--- config.mk ---
export PLATFORM = sky130hd
export DESIGN_NAME = servo_drive_enable_and_profile_flat
export DESIGN_NICKNAME = d
export VERILOG_FILES = /design/src/hdl/sdep_pkg.sv /design/src/hdl/sdep_req_if.sv /design/src/hdl/sdep_rsp_if.sv /design/src/hdl/servo_drive_enable_and_profile.sv /design/src/flat_wrapper.sv
export VERILOG_INCLUDE_DIRS = /design/src /design/src/hdl
export SDC_FILE = /design/constraint.sdc
export NUM_CORES = 1
export LEC_CHECK = 0
export BUFFER_PORTS_ARGS = -buffer_cell sky130_fd_sc_hd__buf_2
export CAP_MARGIN = 20
export CORE_ASPECT_RATIO = 1.1
export CORE_MARGIN = 2
export CORE_UTILIZATION = 60
export CTS_CLUSTER_DIAMETER = 40
export CTS_CLUSTER_SIZE = 12
export DETAILED_ROUTE_END_ITERATION = 12
export HOLD_SLACK_MARGIN = 0.15
export PLACE_DENSITY_LB_ADDON = 0.1
export SYNTH_ARGS = -nofsm -noshare
export SYNTH_HDL_FRONTEND = slang
export SYNTH_SLANG_ARGS = --single-unit
--- constraint.sdc ---
create_clock -name clock -period 9.7 [get_ports clock]
set_input_delay 1.94 -clock clock [delete_from_list [all_inputs] [get_ports clock]]
set_output_delay 1.94 -clock clock [all_outputs]
set_load 0.005 [all_outputs]
--- src/hdl/servo_drive_enable_and_profile_defines.svh ---
// Assertion macros for the servo drive enable and profile block.
// Included by the top-level RTL file, which checks its own logic; no other dependencies.
`ifndef SERVO_DRIVE_ENABLE_AND_PROFILE_DEFINES_SVH
`define SERVO_DRIVE_ENABLE_AND_PROFILE_DEFINES_SVH

// Same-cycle implication, sampled on clock and quiet while reset is high.
`define SDEP_ASSERT_NOW(label, ante, cons, msg) \
   label: assert property (@(posedge clock) disable iff (reset) (ante) |-> (cons)) \
      else $error(msg);

// Next-cycle implication, sampled on clock and quiet while reset is high.
`define SDEP_ASSERT_NEXT(label, ante, cons, msg) \
   label: assert property (@(posedge clock) disable iff (reset) (ante) |=> (cons)) \
      else $error(msg);

`endif

--- src/hdl/sdep_pkg.sv ---
// Shared types and constants for the servo drive enable and profile block.
// No dependencies; used by the channel interfaces and the top level.
`timescale 1ns / 1ps

package sdep_pkg;

   typedef logic [15:0]        status_word_type;
   typedef logic [15:0]        command_word_type;
   typedef logic signed [31:0] position_type;
   typedef logic signed [31:0] velocity_type;
   typedef logic [3:0]         mode_type;
   typedef logic [2:0]         drive_state_type;
   typedef logic [12:0]        phase_count_type;

   localparam int CNT_W = 13;

   // Decoded drive states
   localparam drive_state_type ST_NOT_READY      = 3'd0;
   localparam drive_state_type ST_DISABLED       = 3'd1;
   localparam drive_state_type ST_READY          = 3'd2;
   localparam drive_state_type ST_SWITCHED_ON    = 3'd3;
   localparam drive_state_type ST_OP_ENABLED     = 3'd4;
   localparam drive_state_type ST_QUICK_STOP     = 3'd5;
   localparam drive_state_type ST_FAULT_REACTION = 3'd6;
   localparam drive_state_type ST_FAULT          = 3'd7;

   // Status word masks and patterns
   localparam status_word_type SW_MASK_SHORT     = 16'h004F;
   localparam status_word_type SW_MASK_LONG      = 16'h006F;
   localparam status_word_type SW_DISABLED       = 16'h0040;
   localparam status_word_type SW_READY          = 16'h0021;
   localparam status_word_type SW_SWITCHED_ON    = 16'h0023;
   localparam status_word_type SW_OP_ENABLED     = 16'h0027;
   localparam status_word_type SW_QUICK_STOP     = 16'h0007;
   localparam status_word_type SW_FAULT_REACTION = 16'h000F;
   localparam status_word_type SW_FAULT          = 16'h0008;

   // Control words
   localparam command_word_type CMD_SHUTDOWN    = 16'h0006;
   localparam command_word_type CMD_SWITCH_ON   = 16'h0007;
   localparam command_word_type CMD_ENABLE      = 16'h000F;
   localparam command_word_type CMD_FAULT_RESET = 16'h0080;

   localparam mode_type MODE_CYCLIC_POSITION = 4'd8;

   // Configuration register map (word index, byte address = 4 * index)
   localparam int CSR_ADDR_W = 4;
   localparam logic [1:0] CSR_VELOCITY_STEP  = 2'd0;
   localparam logic [1:0] CSR_PHASE_LENGTH   = 2'd1;
   localparam logic [1:0] CSR_CRUISE_VEL_OUT = 2'd2;

   localparam logic [15:0] VELOCITY_STEP_RESET = 16'd10;
   localparam logic [9:0]  PHASE_LENGTH_RESET  = 10'd100;
   localparam velocity_type CRUISE_VEL_RESET   = 32'sd1310720;

endpackage

--- src/hdl/sdep_req_if.sv ---
// Request channel: one control-cycle tick with the drive's status and position.
// Depends on sdep_pkg for the payload types.
`timescale 1ns / 1ps

interface sdep_req_if;
   logic                     valid;
   logic                     ready;
   sdep_pkg::status_word_type drive_status;
   sdep_pkg::position_type   actual_position;

   modport source (output valid, output drive_status, output actual_position, input ready);
   modport sink   (input valid, input drive_status, input actual_position, output ready);
endinterface

--- src/hdl/sdep_rsp_if.sv ---
// Result channel: control word, targets and decoded state for one tick.
// Depends on sdep_pkg for the payload types.
`timescale 1ns / 1ps

interface sdep_rsp_if;
   logic                       valid;
   logic                       ready;
   sdep_pkg::command_word_type command_word;
   sdep_pkg::position_type     position_target;
   sdep_pkg::velocity_type     velocity_target;
   sdep_pkg::mode_type         operating_mode;
   logic                       drive_enabled;
   sdep_pkg::drive_state_type  drive_state;
   logic                       state_changed;

   modport source (output valid, output command_word, output position_target,
                   output velocity_target, output operating_mode, output drive_enabled,
                   output drive_state, output state_changed, input ready);
   modport sink   (input valid, input command_word, input position_target,
                   input velocity_target, input operating_mode, input drive_enabled,
                   input drive_state, input state_changed, output ready);
endinterface

--- src/hdl/servo_drive_enable_and_profile.sv ---
// Servo drive enable sequencer with a six-phase velocity profile.
// Depends on sdep_pkg, sdep_req_if, sdep_rsp_if and the assertion macro header.
//
// Usage: each request on req_chan is one control-cycle tick carrying the drive's
// status word and actual position. The block decodes the drive state, chooses the
// control word that moves the drive towards operation enabled and, once enabled,
// advances a velocity profile (accelerate, cruise, decelerate twice, cruise,
// accelerate). One result per request leaves on rsp_chan.
// rsp_chan.valid rises once an accepted request has passed through the input
// register, then one pass of decode and 32-bit add logic into the result register.
// Throughput is one request per cycle while the receiver takes results and the
// remainder unit is idle; the profile state is updated as each request moves
// from the input register to the result register.
// When the receiver stalls, the result register holds and the input register
// fills; req_chan.ready falls once both are occupied.
// A write to phase_length starts a remainder of the phase counter by six times
// the new length, one quotient bit per cycle; no request is taken until it has
// finished.
// Synchronous reset empties both registers, restores the register defaults
// (step 10, phase length 100, cruise velocity 1310720) and clears all profile
// and held state. Configuration is written over the csr_ APB port while idle.
`timescale 1ns / 1ps
`include "servo_drive_enable_and_profile_defines.svh"

module servo_drive_enable_and_profile (
   input  logic                            clock,
   input  logic                            reset,
   sdep_req_if.sink                        req_chan,
   sdep_rsp_if.source                      rsp_chan,
   input  logic                            csr_psel,
   input  logic                            csr_penable,
   input  logic                            csr_pwrite,
   input  logic [sdep_pkg::CSR_ADDR_W-1:0] csr_paddr,
   input  logic [31:0]                     csr_pwdata,
   output logic [31:0]                     csr_prdata,
   output logic                            csr_pready
);

   // Configuration registers
   logic [15:0]            velocity_step_ff;
   logic [9:0]             phase_length_ff;
   sdep_pkg::velocity_type cruise_vel_ff;

   // Input register
   logic                      in_valid_ff;
   sdep_pkg::status_word_type in_status_ff;
   sdep_pkg::position_type    in_actual_ff;

   // Profile and held state
   sdep_pkg::phase_count_type  phase_counter_ff, phase_counter_in;
   logic [31:0]                profile_vel_ff, profile_vel_in;
   logic [31:0]                profile_pos_ff, profile_pos_in;
   sdep_pkg::drive_state_type  last_state_ff;
   sdep_pkg::command_word_type held_command_ff, held_command_in;
   sdep_pkg::mode_type         held_mode_ff, held_mode_in;
   sdep_pkg::velocity_type     held_vel_target_ff, held_vel_target_in;

   // Result register
   logic                       rsp_valid_ff;
   sdep_pkg::command_word_type rsp_command_ff;
   sdep_pkg::position_type     rsp_position_ff, rsp_position_in;
   sdep_pkg::velocity_type     rsp_velocity_ff;
   sdep_pkg::mode_type         rsp_mode_ff;
   logic                       rsp_enabled_ff;
   sdep_pkg::drive_state_type  rsp_state_ff;
   logic                       rsp_changed_ff;

   // Counter remainder unit
   logic                       rem_busy_ff;
   logic [3:0]                 rem_idx_ff;
   sdep_pkg::phase_count_type  rem_ff, rem_in;
   logic [sdep_pkg::CNT_W:0]   rem_trial, rem_diff;

   logic                       csr_write;
   logic                       len_write;
   logic                       advance;
   sdep_pkg::drive_state_type  st;
   logic                       enabled;
   sdep_pkg::phase_count_type  len1, len2, len4, len5, len6, cnt_inc;
   logic                       in_accel, in_decel, in_cycle;
   logic [31:0]                step_ext;

   function automatic sdep_pkg::drive_state_type decode_status(
      input sdep_pkg::status_word_type sw);
      sdep_pkg::status_word_type s_short;
      sdep_pkg::status_word_type s_long;
      s_short = sw & sdep_pkg::SW_MASK_SHORT;
      s_long  = sw & sdep_pkg::SW_MASK_LONG;
      if (s_short == sdep_pkg::SW_DISABLED)            return sdep_pkg::ST_DISABLED;
      else if (s_long == sdep_pkg::SW_READY)           return sdep_pkg::ST_READY;
      else if (s_long == sdep_pkg::SW_SWITCHED_ON)     return sdep_pkg::ST_SWITCHED_ON;
      else if (s_long == sdep_pkg::SW_OP_ENABLED)      return sdep_pkg::ST_OP_ENABLED;
      else if (s_long == sdep_pkg::SW_QUICK_STOP)      return sdep_pkg::ST_QUICK_STOP;
      else if (s_short == sdep_pkg::SW_FAULT_REACTION) return sdep_pkg::ST_FAULT_REACTION;
      else if (s_short == sdep_pkg::SW_FAULT)          return sdep_pkg::ST_FAULT;
      else                                             return sdep_pkg::ST_NOT_READY;
   endfunction

   // ---------------------------------------------------------------- APB port
   assign csr_pready = 1'b1;
   assign csr_write  = csr_psel & csr_penable & csr_pwrite & csr_pready;
   assign len_write  = csr_write && (csr_paddr[3:2] == sdep_pkg::CSR_PHASE_LENGTH);

   always_ff @(posedge clock) begin
      if (reset) begin
         velocity_step_ff <= sdep_pkg::VELOCITY_STEP_RESET;
         phase_length_ff  <= sdep_pkg::PHASE_LENGTH_RESET;
         cruise_vel_ff    <= sdep_pkg::CRUISE_VEL_RESET;
      end else if (csr_write) begin
         case (csr_paddr[3:2])
            sdep_pkg::CSR_VELOCITY_STEP:  velocity_step_ff <= csr_pwdata[15:0];
            sdep_pkg::CSR_PHASE_LENGTH:   phase_length_ff  <= csr_pwdata[9:0];
            sdep_pkg::CSR_CRUISE_VEL_OUT: cruise_vel_ff    <= csr_pwdata;
            default: ;
         endcase
      end
   end

   always_comb begin
      case (csr_paddr[3:2])
         sdep_pkg::CSR_VELOCITY_STEP:  csr_prdata = {16'd0, velocity_step_ff};
         sdep_pkg::CSR_PHASE_LENGTH:   csr_prdata = {22'd0, phase_length_ff};
         sdep_pkg::CSR_CRUISE_VEL_OUT: csr_prdata = cruise_vel_ff;
         default:                      csr_prdata = 32'd0;
      endcase
   end

   // ---------------------------------------------------------------- handshake
   assign advance        = in_valid_ff && (!rsp_valid_ff || rsp_chan.ready);
   assign req_chan.ready = !rem_busy_ff && (!in_valid_ff || advance);

   always_ff @(posedge clock) begin
      if (reset) begin
         in_valid_ff <= 1'b0;
      end else if (req_chan.ready) begin
         in_valid_ff <= req_chan.valid;
      end
   end

   always_ff @(posedge clock) begin
      if (req_chan.valid && req_chan.ready) begin
         in_status_ff <= req_chan.drive_status;
         in_actual_ff <= req_chan.actual_position;
      end
   end

   // ---------------------------------------------------------------- phase bounds
   assign len1     = {3'd0, phase_length_ff};
   assign len2     = {2'd0, phase_length_ff, 1'b0};
   assign len4     = {1'b0, phase_length_ff, 2'b0};
   assign len5     = len4 + len1;
   assign len6     = len4 + len2;
   assign cnt_inc  = phase_counter_ff + 13'd1;
   assign step_ext = {16'd0, velocity_step_ff};

   assign in_cycle = phase_counter_ff < len6;
   assign in_accel = (phase_counter_ff < len1) ||
                     ((phase_counter_ff >= len5) && in_cycle);
   assign in_decel = (phase_counter_ff >= len2) && (phase_counter_ff < len4);

   // ---------------------------------------------------------------- remainder unit
   // Restoring remainder of the phase counter by the new cycle length, used when
   // the counter was left beyond the cycle by a shorter phase length.
   always_comb begin
      rem_trial = {rem_ff, phase_counter_ff[rem_idx_ff]};
      rem_diff  = rem_trial - {1'b0, len6};
      if (rem_trial >= {1'b0, len6}) begin
         rem_in = rem_diff[sdep_pkg::CNT_W-1:0];
      end else begin
         rem_in = rem_trial[sdep_pkg::CNT_W-1:0];
      end
   end

   always_ff @(posedge clock) begin
      if (reset) begin
         rem_busy_ff <= 1'b0;
         rem_idx_ff  <= 4'd0;
         rem_ff      <= '0;
      end else if (len_write) begin
         rem_busy_ff <= 1'b1;
         rem_idx_ff  <= 4'(sdep_pkg::CNT_W - 1);
         rem_ff      <= '0;
      end else if (rem_busy_ff) begin
         rem_ff <= rem_in;
         if (rem_idx_ff == 4'd0) begin
            rem_busy_ff <= 1'b0;
         end else begin
            rem_idx_ff <= rem_idx_ff - 4'd1;
         end
      end
   end

   // ---------------------------------------------------------------- tick logic
   assign st      = decode_status(in_status_ff);
   assign enabled = (st == sdep_pkg::ST_OP_ENABLED);

   always_comb begin
      held_command_in    = held_command_ff;
      held_mode_in       = held_mode_ff;
      held_vel_target_in = held_vel_target_ff;
      phase_counter_in   = phase_counter_ff;
      profile_vel_in     = profile_vel_ff;
      profile_pos_in     = profile_pos_ff;

      // Enabled, quick stop and fault reaction keep the last control word.
      case (st)
         sdep_pkg::ST_NOT_READY,
         sdep_pkg::ST_DISABLED:    held_command_in = sdep_pkg::CMD_SHUTDOWN;
         sdep_pkg::ST_READY:       held_command_in = sdep_pkg::CMD_SWITCH_ON;
         sdep_pkg::ST_SWITCHED_ON: begin
            held_command_in = sdep_pkg::CMD_ENABLE;
            held_mode_in    = sdep_pkg::MODE_CYCLIC_POSITION;
         end
         sdep_pkg::ST_FAULT:       held_command_in = sdep_pkg::CMD_FAULT_RESET;
         default: ;
      endcase

      if (enabled) begin
         held_vel_target_in = cruise_vel_ff;
         if (phase_length_ff == 10'd0) begin
            phase_counter_in = '0;
         end else if (in_cycle) begin
            if (in_accel) begin
               profile_vel_in = profile_vel_ff + step_ext;
            end else if (in_decel) begin
               profile_vel_in = profile_vel_ff - step_ext;
            end
            profile_pos_in   = profile_pos_ff + profile_vel_in;
            phase_counter_in = (cnt_inc == len6) ? '0 : cnt_inc;
         end else begin
            // Counter beyond the cycle: no phase this tick, only the reduction.
            phase_counter_in = rem_ff;
         end
         rsp_position_in = profile_pos_in;
      end else begin
         phase_counter_in = '0;
         profile_vel_in   = 32'd0;
         profile_pos_in   = in_actual_ff;
         rsp_position_in  = in_actual_ff;
      end
   end

   always_ff @(posedge clock) begin
      if (reset) begin
         phase_counter_ff   <= '0;
         profile_vel_ff     <= 32'd0;
         profile_pos_ff     <= 32'd0;
         last_state_ff      <= sdep_pkg::ST_NOT_READY;
         held_command_ff    <= 16'd0;
         held_mode_ff       <= 4'd0;
         held_vel_target_ff <= 32'sd0;
      end else if (advance) begin
         phase_counter_ff   <= phase_counter_in;
         profile_vel_ff     <= profile_vel_in;
         profile_pos_ff     <= profile_pos_in;
         last_state_ff      <= st;
         held_command_ff    <= held_command_in;
         held_mode_ff       <= held_mode_in;
         held_vel_target_ff <= held_vel_target_in;
      end
   end

   // ---------------------------------------------------------------- result register
   always_ff @(posedge clock) begin
      if (reset) begin
         rsp_valid_ff <= 1'b0;
      end else if (advance) begin
         rsp_valid_ff <= 1'b1;
      end else if (rsp_chan.ready) begin
         rsp_valid_ff <= 1'b0;
      end
   end

   always_ff @(posedge clock) begin
      if (advance) begin
         rsp_command_ff  <= held_command_in;
         rsp_position_ff <= rsp_position_in;
         rsp_velocity_ff <= held_vel_target_in;
         rsp_mode_ff     <= held_mode_in;
         rsp_enabled_ff  <= enabled;
         rsp_state_ff    <= st;
         rsp_changed_ff  <= (st != last_state_ff);
      end
   end

   assign rsp_chan.valid           = rsp_valid_ff;
   assign rsp_chan.command_word    = rsp_command_ff;
   assign rsp_chan.position_target = rsp_position_ff;
   assign rsp_chan.velocity_target = rsp_velocity_ff;
   assign rsp_chan.operating_mode  = rsp_mode_ff;
   assign rsp_chan.drive_enabled   = rsp_enabled_ff;
   assign rsp_chan.drive_state     = rsp_state_ff;
   assign rsp_chan.state_changed   = rsp_changed_ff;

   // ---------------------------------------------------------------- assertions
   `SDEP_ASSERT_NEXT(a_len_write_starts_rem, len_write, rem_busy_ff, "remainder unit did not start")
   `SDEP_ASSERT_NOW(a_enabled_matches_state, rsp_valid_ff, rsp_enabled_ff == (rsp_state_ff == sdep_pkg::ST_OP_ENABLED), "enabled flag disagrees with state")
   `SDEP_ASSERT_NEXT(a_counter_within_cycle, advance && enabled && (phase_length_ff != 10'd0), phase_counter_ff < $past(len6), "phase counter left beyond cycle")
   `SDEP_ASSERT_NEXT(a_disabled_clears_velocity, advance && !enabled, profile_vel_ff == 32'd0, "profile velocity not cleared")
   `SDEP_ASSERT_NEXT(a_last_state_tracks, advance, last_state_ff == $past(st), "last state not recorded")

endmodule
--- src/flat_wrapper.sv ---
// flat-port wrapper written by rule: the top's interface ports become plain ports
module servo_drive_enable_and_profile_flat 
  (clock, reset, csr_psel, csr_penable, csr_pwrite, csr_paddr, csr_pwdata, csr_prdata, csr_pready, req_chan_valid, req_chan_drive_status, req_chan_actual_position, req_chan_ready, rsp_chan_valid, rsp_chan_command_word, rsp_chan_position_target, rsp_chan_velocity_target, rsp_chan_operating_mode, rsp_chan_drive_enabled, rsp_chan_drive_state, rsp_chan_state_changed, rsp_chan_ready);
  sdep_req_if req_chan_i ();
  sdep_rsp_if rsp_chan_i ();
  input  logic clock;
  input  logic reset;
  input  logic csr_psel;
  input  logic csr_penable;
  input  logic csr_pwrite;
  input  logic [sdep_pkg::CSR_ADDR_W-1:0] csr_paddr;
  input  logic [31:0] csr_pwdata;
  output logic [31:0] csr_prdata;
  output logic csr_pready;
  input wire logic [$bits(req_chan_i.valid)-1:0] req_chan_valid;
  input wire logic [$bits(req_chan_i.drive_status)-1:0] req_chan_drive_status;
  input wire logic [$bits(req_chan_i.actual_position)-1:0] req_chan_actual_position;
  output wire logic [$bits(req_chan_i.ready)-1:0] req_chan_ready;
  output wire logic [$bits(rsp_chan_i.valid)-1:0] rsp_chan_valid;
  output wire logic [$bits(rsp_chan_i.command_word)-1:0] rsp_chan_command_word;
  output wire logic [$bits(rsp_chan_i.position_target)-1:0] rsp_chan_position_target;
  output wire logic [$bits(rsp_chan_i.velocity_target)-1:0] rsp_chan_velocity_target;
  output wire logic [$bits(rsp_chan_i.operating_mode)-1:0] rsp_chan_operating_mode;
  output wire logic [$bits(rsp_chan_i.drive_enabled)-1:0] rsp_chan_drive_enabled;
  output wire logic [$bits(rsp_chan_i.drive_state)-1:0] rsp_chan_drive_state;
  output wire logic [$bits(rsp_chan_i.state_changed)-1:0] rsp_chan_state_changed;
  input wire logic [$bits(rsp_chan_i.ready)-1:0] rsp_chan_ready;
  assign req_chan_i.valid = req_chan_valid;
  assign req_chan_i.drive_status = req_chan_drive_status;
  assign req_chan_i.actual_position = req_chan_actual_position;
  assign req_chan_ready = req_chan_i.ready;
  assign rsp_chan_valid = rsp_chan_i.valid;
  assign rsp_chan_command_word = rsp_chan_i.command_word;
  assign rsp_chan_position_target = rsp_chan_i.position_target;
  assign rsp_chan_velocity_target = rsp_chan_i.velocity_target;
  assign rsp_chan_operating_mode = rsp_chan_i.operating_mode;
  assign rsp_chan_drive_enabled = rsp_chan_i.drive_enabled;
  assign rsp_chan_drive_state = rsp_chan_i.drive_state;
  assign rsp_chan_state_changed = rsp_chan_i.state_changed;
  assign rsp_chan_i.ready = rsp_chan_ready;
  servo_drive_enable_and_profile u_core (.clock(clock), .reset(reset), .req_chan(req_chan_i), .rsp_chan(rsp_chan_i), .csr_psel(csr_psel), .csr_penable(csr_penable), .csr_pwrite(csr_pwrite), .csr_paddr(csr_paddr), .csr_pwdata(csr_pwdata), .csr_prdata(csr_prdata), .csr_pready(csr_pready));
endmodule
Word level (Yosys, flattened, before mapping)
Cells that the tools add are included.
{"block": "classes", "add_sub_neg": 8, "muxes": 37, "n_lt_le_gt_ge": 7, "reduce_logical": 26, "n_eq_ne": 19, "n_bitwise": 3}
{"operator": "2-to-1 mux 32 bit", "n": 12}
{"operator": "one-hot mux 32 bit (3 select lines)", "n": 1}
{"operator": "2-to-1 mux 13 bit", "n": 5}
{"operator": "one-hot mux 16 bit (4 select lines)", "n": 1}
{"operator": "adder 32 x 16 -> 32 bit", "n": 1}
{"operator": "adder 32 bit", "n": 1}
{"operator": "subtractor 32 x 16 -> 32 bit", "n": 1}
{"operator": "2-to-1 mux 3 bit", "n": 7}
{"operator": "== test 6 x 5 -> 1 bit (second input constant)", "n": 3}
{"operator": "2-to-1 mux 4 bit", "n": 4}
{"operator": ">= comparator 14 x 13 -> 1 bit", "n": 1}
{"operator": "adder 12 x 10 -> 13 bit", "n": 1}
{"operator": "adder 12 x 11 -> 13 bit", "n": 1}
{"operator": "adder 13 x 1 -> 13 bit (second input constant)", "n": 1}
{"operator": "== test 13 bit", "n": 1}
{"operator": ">= comparator 13 x 11 -> 1 bit", "n": 1}
{"operator": ">= comparator 13 bit", "n": 1}
{"operator": "less-than comparator 13 x 10 -> 1 bit", "n": 1}
{"operator": "less-than comparator 13 x 12 -> 1 bit", "n": 1}
{"operator": "less-than comparator 13 bit", "n": 1}
{"operator": "subtractor 13 bit", "n": 1}
{"operator": "== test 5 x 4 -> 1 bit (second input constant)", "n": 2}
{"operator": "logical NOT 10 bit", "n": 1}
{"operator": "AND reduction 2 bit", "n": 5}
{"operator": "other kinds (25)", "n": 45}
{"block": "totals", "output_inout_bits": 124, "inputBits": 91, "wordCells": 125, "regBits": 338}

Longest topological paths before layout
Gate-level depths: netlist of the first run.
{"block": "logic_depth", "depth_word": 14, "depth_mapped": 36, "depth_no_buf": 34}

Worst setup path before layout of the first run
No wires, ideal clock.
{"block": "synth_path", "kind": "register to register", "start": "register u_core.phase_length_ff[0]", "end": "register u_core.profile_pos_ff[31]", "t_required_ns": 9.623, "arrival_ns": 6.961, "stages_incl_launch_ff": 36, "path_buffers": 2, "setup_slack_ns": 2.662, "setup_time_ns": 0.077, "synth_period_minus_slack_ns": 7.038, "cell_sequence": "dfxtp_1 ha_1 inv_1 fa_1 inv_1 a21oi_1 o21ai_0 and2_1 o21ai_0 nand2b_1 a21o_1 a21o_1 xnor2_1 ha_1 a21o_1 a211oi_1 o31ai_1 nor3_1 o31a_1 a21o_1 clkbuf_1 clkbuf_1 nor2_1 a211oi_1 o22ai_1 ha_1 o211ai_1 o211ai_1 a31oi_1 o211ai_1 a21oi_1 mux2i_1 nand3_1 mux2_4 or4_4 a41oi_2"}
{"block": "synth_between", "elab_chain_cells": 12, "word_cells_on_any_way": 20, "classes_between": "add/sub: 3; order compare: 5; mux: 8; reduce/logical: 4"}
{"item": "start: declaration", "line": "servo_drive_enable_and_profile.sv:41", "source": "logic [9:0] phase_length_ff;"}
{"item": "start signal: assignment", "line": "servo_drive_enable_and_profile.sv:107", "source": "phase_length_ff <= sdep_pkg::PHASE_LENGTH_RESET;"}
{"item": "start signal: assignment", "line": "servo_drive_enable_and_profile.sv:112", "source": "sdep_pkg::CSR_PHASE_LENGTH: phase_length_ff <= csr_pwdata[9:0];"}
{"item": "adder 12 x 10 -> 13 bit or adder 12 x 11 -> 13 bit (tied branches)", "line": "servo_drive_enable_and_profile.sv:151, servo_drive_enable_and_profile.sv:152"}
{"item": ">= comparator 13 bit or less-than comparator 13 bit (tied branches)", "line": "servo_drive_enable_and_profile.sv:158, servo_drive_enable_and_profile.sv:156"}
{"item": "logical AND 1 bit", "line": "servo_drive_enable_and_profile.sv:158", "source": "((phase_counter_ff >= len5) && in_cycle);"}
{"item": "logical OR 1 bit", "line": "servo_drive_enable_and_profile.sv:157", "source": "assign in_accel = (phase_counter_ff < len1) ||"}
{"item": "2-to-1 mux 32 bit", "line": "servo_drive_enable_and_profile.sv:223", "source": "if (in_accel) begin"}
{"item": "2-to-1 mux 32 bit", "line": "servo_drive_enable_and_profile.sv:222", "source": "end else if (in_cycle) begin"}
{"item": "2-to-1 mux 32 bit", "line": "servo_drive_enable_and_profile.sv:220", "source": "if (phase_length_ff == 10'd0) begin"}
{"item": "2-to-1 mux 32 bit", "line": "servo_drive_enable_and_profile.sv:218", "source": "if (enabled) begin"}
{"item": "adder 32 bit", "line": "servo_drive_enable_and_profile.sv:228", "source": "profile_pos_in = profile_pos_ff + profile_vel_in;"}
{"item": "2-to-1 mux 32 bit", "line": "servo_drive_enable_and_profile.sv:222"}
{"item": "2-to-1 mux 32 bit *", "line": "servo_drive_enable_and_profile.sv:220"}
{"item": "2-to-1 mux 32 bit *", "line": "servo_drive_enable_and_profile.sv:218"}
{"item": "end signal: assignment", "line": "servo_drive_enable_and_profile.sv:255", "source": "profile_pos_ff <= profile_pos_in;"}
{"item": "end: declaration", "line": "servo_drive_enable_and_profile.sv:52", "source": "logic [31:0] profile_pos_ff, profile_pos_in;"}
Every way passes the cells marked *; elsewhere a longest branch is shown, timed or not. The select of a mux whose other input is x is not followed.
A chain may end at the register's enable or synchronous reset.

Final worst setup path of the first run
{"block": "layout_path", "start": "register u_core.phase_length_ff[0]", "end": "register u_core.rsp_position_ff[28] (netlist: u_core.rsp_chan.position_target[28]) (data pin)"}
{"block": "layout_between", "elab_chain_cells": 12, "word_cells_on_any_way": 20, "classes_between": "add/sub: 3; order compare: 5; mux: 8; reduce/logical: 4"}
{"item": "adder 12 x 10 -> 13 bit or adder 12 x 11 -> 13 bit (tied branches)", "line": "servo_drive_enable_and_profile.sv:151, servo_drive_enable_and_profile.sv:152"}
{"item": ">= comparator 13 bit or less-than comparator 13 bit (tied branches)", "line": "servo_drive_enable_and_profile.sv:158, servo_drive_enable_and_profile.sv:156"}
{"item": "logical AND 1 bit", "line": "servo_drive_enable_and_profile.sv:158"}
{"item": "logical OR 1 bit", "line": "servo_drive_enable_and_profile.sv:157"}
{"item": "2-to-1 mux 32 bit", "line": "servo_drive_enable_and_profile.sv:223"}
{"item": "2-to-1 mux 32 bit", "line": "servo_drive_enable_and_profile.sv:222"}
{"item": "2-to-1 mux 32 bit", "line": "servo_drive_enable_and_profile.sv:220"}
{"item": "2-to-1 mux 32 bit", "line": "servo_drive_enable_and_profile.sv:218"}
{"item": "adder 32 bit", "line": "servo_drive_enable_and_profile.sv:228"}
{"item": "2-to-1 mux 32 bit", "line": "servo_drive_enable_and_profile.sv:222"}
{"item": "2-to-1 mux 32 bit *", "line": "servo_drive_enable_and_profile.sv:220"}
{"item": "2-to-1 mux 32 bit *"}
{"item": "named net u_core.profile_pos_in[28]", "line": "servo_drive_enable_and_profile.sv:52"}
{"item": "end signal: assignment", "line": "servo_drive_enable_and_profile.sv:277", "source": "rsp_position_ff <= rsp_position_in;"}
{"item": "end: declaration", "line": "servo_drive_enable_and_profile.sv:61", "source": "sdep_pkg::position_type rsp_position_ff, rsp_position_in;"}
Mark *: on every way through the listed nets, which the timed path passes. The rest lies on a longest branch. The select of a mux whose other input is x is not followed.

==> results.json, run 1 <==
{
  "muxShareOfSynthArea": 0.0275,
  "worst_ep_arrival_time_ns": 8.67,
  "rsz0062_at_grt": "false",
  "startpoint_type": "flop",
  "fmax_mhz": 119,
  "drtAntennaViolNets": 0,
  "vias_per_cell": 6.01,
  "clock_tree.root_cell": "clkbuf_16",
  "leakagePower_uw": 0.00971,
  "holdPathStages": 1,
  "yosys_warnings": 0,
  "finalHoldViolCount": 0,
  "synthCells": 2314,
  "cts_tree": "done",
  "hpwl_um": 38900,
  "cpPeakStageDelay_ns": 0.79,
  "grt_pass1_vias": 17053,
  "hold_ws_ns": 0.452,
  "required_ns": 9.99,
  "path_clk_slew_ns": 0.06,
  "htree_levels": 2,
  "layout-drive-gt1-share": 0.135,
  "synth_xor_area_frac": 0.0442,
  "clock-sinks": 337,
  "r2r_setup_slack_ns": 1.31,
  "critPathMaxFanout": 31,
  "tightestPinTransition_ns": 1.05,
  "synth_top_family_by_area": "compound AO/OA/AOI/OAI gates",
  "fin_skew_ns": 0.0398,
  "setup_tns_ns": 0,
  "drt-total-wl_um": 54500,
  "p_per_area_mw_per_mm2": 145,
  "min_from": "u_core.held_command_ff[15]$_SDFFE_PP0P_",
  "yosys.area_share.simple": 0.191,
  "portBuffers": 201,
  "synth_compound_area_frac": 0.195,
  "nNetsFinal": 2728,
  "wl_met2_um": 25700,
  "synth-seq-cells": 337,
  "drtIter0Drc": 1416,
  "hold_class": "flop to flop",
  "die_y_um": 196,
  "total_power_uw": 3310,
  "slew_headroom": 0.297,
  "whs_endpoint": "u_core.held_command_ff[15]$_SDFFE_PP0P_",
  "highest_layer": "met4",
  "end_kind": "flop",
  "wl_met3_um": 3660,
  "wl_met1_um": 23100,
  "initial_utilization": 0.606,
  "syn_nets": 2564,
  "wl_per_cell_um": 18.5,
  "yosys-top-cells-area": "dfxtp_1 (21%), edfxtp_1 (19%), ha_1 (9.6%)",
  "num_io_pins": 215,
  "fp.dieW_um": 178,
  "period_share": 0.865,
  "ctsHoldBuffers": 0,
  "synthDominantCellAreaShare": 0.210,
  "crit_slowest_cell": "a2111oi_0",
  "dr.pass1.iters": 6,
  "reg2reg_to": "u_core.rsp_chan.position_target[28]$_DFFE_PP_",
  "avgSynthCellArea_um2": 8.65,
  "synth.distinct_cells": 84,
  "yosys.area_share.adder": 0.103,
  "core_mm2": 0.0330,
  "area_growth_pct": 13.9,
  "clk_latency_ns": 0.58,
  "maxSlewViolCount": 0,
  "finalNonFillerCells": 2946,
  "drc": 0,
  "grt_usage": 0.311,
  "num_vias": 17720,
  "die_area_mm2": 0.0348,
  "r2r_cells": 32,
  "grt_pass1_wl_um": 87100,
  "grt-ovfl-total": 0,
  "numCtsBuffers": 44,
  "worstSetupPathType": "flop to flop",
  "max_cap_violations": 0,
  "async_flop_share": 0,
  "clk_path_buf_depth": 3,
  "cts_resized": 0,
  "ir_drop_uv": 136,
  "status": "finished, final reports clean",
  "placed_cells": 2863,
  "min_period_ns": 8.39,
  "antenna_found_initial": 1,
  "rows": 70,
  "gp_congestion": 0.948,
  "yosysTopAreaCell": "dfxtp_1",
  "syn_area_mm2": 0.0200,
  "grt_max_degree": 87,
  "yosys_most_used_dff": "dfxtp_1",
  "reg2reg_from": "u_core.phase_length_ff[0]$_SDFFE_PP0P_",
  "post_cts_buffers": 0,
  "synth-edff-count": 127,
  "setup_violations": 0,
  "crit_start": "u_core.phase_length_ff[0]$_SDFFE_PP0P_",
  "ys_seq_area_frac": 0.401
}
## logic make-up after synthesis
kind of cell | Yosys count
buffers and inverters | 205
AND/OR/NAND/NOR | 840
AO/OA/AOI/OAI | 619
other | 1
adder cells (fa/ha/maj) | 161
multiplexers | 50
XOR/XNOR | 101
flip-flops | 337
## layout by cell type, fill, tap and decap left out, types with 9 or more instances in the layout
cell	count
clkbuf_16	44
o21a_1	11
buf_4	28
dfxtp_1	210
nor2_1	125
nand2b_1	30
nand3_1	41
xor2_1	33
buf_2	201
mux2i_1	42
a2111oi_0	12
a22oi_1	19
clkbuf_1	9
or3_1	21
nor2b_1	16
inv_1	90
a21oi_1	241
a21o_1	37
a31oi_1	24
nor3_1	28
o21ai_0	118
a211oi_1	17
nand2_1	439
o211ai_1	16
xnor2_1	68
and3_1	14
o21bai_1	11
ha_1	153
edfxtp_1	127
and2_1	57
nand4_1	19
o31ai_1	14
## stage by stage
stage          setup slack, ns  utilization  instance area (um2)
6_report                  1.31        0.691                22800
5_1_grt                  0.736        0.691                22800
4_1_cts                   1.35        0.690                22800
3_5_place_dp              1.38        0.647                21400
3_3_place_gp              1.53        0.647                21400
2_1_floorplan             2.66            -                20000
## cells in the mapped netlist, drive strengths merged (7+ instances only)
cell and number:
nand2b 30, a21o 37, or3 25, a221oi 7, nor3 30, o31ai 14, dfxtp 210, or4 10
and2 58, a21oi 242, clkbuf 101, o21a 11, buf 11, nor4 7, xor2 33, edfxtp 127
nor2 126, o21ai 120, nand4 19, a41oi 7, xnor2 68, ha 153, o211ai 16, a31oi 24
inv 91, mux2i 43, o21bai 11, a222oi 8, a211oi 18, a2111oi 13, nor2b 16, nand3 41
and3 14, nor3b 9, a22oi 19, nand2 441
## flip-flops by register name, summed over array words and instances (netlist names), 6 cells and up
register                         flops
u_core.cruise_vel_ff                32
u_core.held_vel_target_ff           32
u_core.in_actual_ff                 32
u_core.profile_pos_ff               32
u_core.profile_vel_ff               32
u_core.rsp_chan.position_target     32
u_core.rsp_chan.velocity_target     32
u_core.held_command_ff              16
u_core.rsp_chan.command_word        16
u_core.velocity_step_ff             16
u_core.phase_counter_ff             13
u_core.rem_ff                       13
u_core.phase_length_ff              10
u_core.in_status_ff                  6
## cell type report
cell class	instances	area, um2
Antenna cell	1	2.50
Fill cell	2731	10200
Clock buffer	58	1200
Clock inverter	23	214
Timing Repair Buffer	230	1230
Inverter	93	352
Tap cell	432	541
Multi-Input combinational cell	1772	11200
Sequential cell	337	8020
## how the worst max path moves through the flow
| stage | end | cells after the start | slack, ns |
|---|---|---|---|
| 2_1_floorplan | u_core.profile_pos_ff[31]$_SDFFE_PP0P_ | 35 | 2.66 |
| 4_1_cts | u_core.rsp_chan.position_target[31]$_DFFE_PP_ | 34 | 1.35 |
| 6_report | u_core.rsp_chan.position_target[28]$_DFFE_PP_ | 32 | 1.31 |
| 3_5_place_dp | u_core.rsp_chan.position_target[28]$_DFFE_PP_ | 32 | 1.38 |
| 3_3_place_gp | u_core.rsp_chan.position_target[28]$_DFFE_PP_ | 32 | 1.53 |
| 5_1_grt | u_core.rsp_chan.position_target[28]$_DFFE_PP_ | 32 | 0.74 |
## worst max-delay path, delay by kind of cell (launching register included)
family	cells	cell delay [ns]
flops	1	0.60
buf+inv	3	0.38
simple gates	4	1.15
compound gates	17	3.89
mux	1	0.22
xor+xnor	3	0.56
fa+ha+maj	4	1.29
## power breakdown
group          switching, uW  internal, uW  total (uW)
Clock                    639           913        1550
Combinational            142          81.9         223
Sequential              25.4          1510        1540
Total                    806          2500        3310
## routing by layer
| metal | vias up | GRT usage |
|---|---|---|
| li1 | 8605 | - |
| met3 | 120 | 0.0393 |
| met5 | - | 0 |
| met2 | 638 | 0.521 |
| met4 | 0 | 0.125 |
| met1 | 8357 | 0.407 |
No activity file was read; power rests on OpenSTA's default activity.
==> inputs of run 2 (changes only) <==
--- a/config.mk
+++ b/config.mk
@@ -12,3 +12,3 @@
 export CORE_MARGIN = 2
-export CORE_UTILIZATION = 60
+export CORE_UTILIZATION = 49
 export CTS_CLUSTER_DIAMETER = 40
--- a/constraint.sdc
+++ b/constraint.sdc
@@ -3,2 +3,2 @@
 set_output_delay 1.94 -clock clock [all_outputs]
-set_load 0.005 [all_outputs]
+set_load 0.05 [all_outputs]
==> run 2 against run 1 <==
  * Worst setup slack gained 0.089 ns
  * Sequential cell count is the same
  * Core utilization shrank 11 points
  * Register-to-register slack gained 0.09 ns
  * First-iteration DRC count shrank 17%
  * Clock power grew 29%
  * Cell count grew 3.4%
  * Critical path type unchanged
  * Critical endpoint unchanged
  * Largest cell class unchanged
  * Highest routed layer unchanged
==> results.json, run 2 (synthesized netlist as in run 1, its figures left out) <==
{
  "placed_cells": 2944,
  "cts_tree": "done",
  "critPathMaxFanout": 31,
  "grt-ovfl-total": 0,
  "finalHoldViolCount": 0,
  "portBuffers": 201,
  "grt_usage": 0.266,
  "dr.pass1.iters": 8,
  "top_usage_layer": "met2",
  "tightestPinTransition_ns": 1.07,
  "clock_tree.root_cell": "clkbuf_16",
  "clk_latency_ns": 0.60,
  "min_period_ns": 8.30,
  "grt_use_met3": 0.0438,
  "cts_resized": 0,
  "r2r_cells": 31,
  "fin_skew_ns": 0.0278,
  "antenna_found_initial": 1,
  "ir_drop_uv": 144,
  "reg2reg_from": "u_core.phase_length_ff[1]$_SDFFE_PP0P_",
  "r2r_setup_slack_ns": 1.40,
  "startpoint_type": "flop",
  "grt_pass1_vias": 16437,
  "period_share": 0.856,
  "numCtsBuffers": 53,
  "die_y_um": 216,
  "hold_ws_ns": 0.449,
  "ctsHoldBuffers": 0,
  "clock-sinks": 337,
  "drc": 0,
  "final_cell_mix": "nand2_1 (439), a21oi_1 (241), dfxtp_1 (210)",
  "num_vias": 17522,
  "vias_per_cell": 5.75,
  "area_growth_pct": 17.0,
  "fmax_mhz": 120,
  "post_cts_buffers": 0,
  "end_kind": "flop",
  "p_per_area_mw_per_mm2": 163,
  "final_common_cell": "nand2_1",
  "fp.dieW_um": 197,
  "hpwl_um": 41300,
  "gp_congestion": 0.970,
  "hold_class": "flop to flop",
  "crit_slowest_cell": "a2111oi_0",
  "core_mm2": 0.0403,
  "grt_max_degree": 119,
  "drtAntennaViolNets": 0,
  "grt_pass1_wl_um": 90200,
  "max_cap_violations": 0,
  "use_met1": 0.355,
  "initial_utilization": 0.497,
  "path_clk_slew_ns": 0.05,
  "status": "finished, final reports clean",
  "required_ns": 9.99,
  "nNetsFinal": 2736,
  "setup_tns_ns": 0,
  "maxSlewViolCount": 0,
  "fin_util": 0.581,
  "reg2reg_to": "u_core.rsp_chan.position_target[28]$_DFFE_PP_",
  "worstSetupPathType": "flop to flop",
  "leakagePower_uw": 0.00994,
  "clk_path_buf_depth": 3,
  "htree_levels": 2,
  "setup_violations": 0,
  "cpPeakStageDelay_ns": 0.74,
  "worst_ep_arrival_time_ns": 8.59,
  "min_from": "u_core.held_mode_ff[2]$_SDFFE_PP0P_",
  "endpoint": "u_core.rsp_chan.position_target[28]$_DFFE_PP_",
  "dpl-instance-area_mm2": 0.0215,
  "die_area_mm2": 0.0425,
  "grt_util_met2": 0.438,
  "rows": 77,
  "drt-total-wl_um": 57700,
  "finalNonFillerCells": 3045,
  "wl_per_cell_um": 18.9,
  "slew_headroom": 0.282,
  "drtIter0Drc": 1181,
  "rsz0062_at_grt": "false",
  "fin_area_mm2": 0.0234,
  "num_io_pins": 215,
  "crit_start": "u_core.phase_length_ff[1]$_SDFFE_PP0P_",
  "layout-drive-gt1-share": 0.145
}
-- run 2: changes by cell type in the layout (fill, tap and decap cells not counted), sizes merged --
cell           previous run  this run
clkbuf                   58        66
clkdlybuf4s15             0         1
buf                     230       228
clkinv                   17        13
inv                      95       103
clkinvlp                  3         5
bufinv                    1         6
-- run 2: how the worst min path moves through the flow --
stage	end	slack, ns	depth (start not counted)
after floorplan	u_core.held_command_ff[10]$_SDFFE_PP0P_	0.42	1
after global placement	u_core.held_command_ff[13]$_SDFFE_PP0P_	0.43	1
after detailed placement	u_core.held_command_ff[15]$_SDFFE_PP0P_	0.44	1
after CTS	u_core.held_command_ff[15]$_SDFFE_PP0P_	0.45	1
after global routing	u_core.held_mode_ff[2]$_SDFFE_PP0P_	0.46	1
final	u_core.held_mode_ff[2]$_SDFFE_PP0P_	0.45	1
-- run 2: stage by stage --
step / total power, uW / setup WS [ns]
3_3_place_gp: 1840 / 1.49
6_report: 3820 / 1.40
3_5_place_dp: 1850 / 1.49
2_1_floorplan: 1760 / 2.66
5_1_grt: 3940 / 0.811
4_1_cts: 3850 / 1.46
-- run 2: final cells by class --
type,instances,area [um2]
Clock inverter,34,449
Timing Repair Buffer,229,1230
Antenna cell,1,2.50
Tap cell,513,642
Multi-Input combinational cell,1772,11200
Sequential cell,337,8020
Clock buffer,66,1470
Inverter,93,352
Fill cell,3587,16900
-- run 2: power by group --
group | internal, uW | switching, uW
clock network | 1260 | 739
registers | 1510 | 26.2
logic | 82.3 | 199
-- run 2: worst max-delay path, delay by kind of cell, from the launching register on --
kind	cells	cell delay [ns]
compound gates	17	3.85
xor+xnor	3	0.58
fa+ha+maj	3	1.11
buf+inv	3	0.55
flops	1	0.55
mux	1	0.19
simple gates	4	1.14
-- run 2: per-layer routing --
layer / wire length, um / vias to the layer above / part of all wire
li1: - / 8630 / -
met1: 25900 / 8283 / 0.45
met2: 26800 / 506 / 0.46
met3: 3250 / 103 / 0.056
met4: 1730 / 0 / 0.030
met5: 0 / - / 0
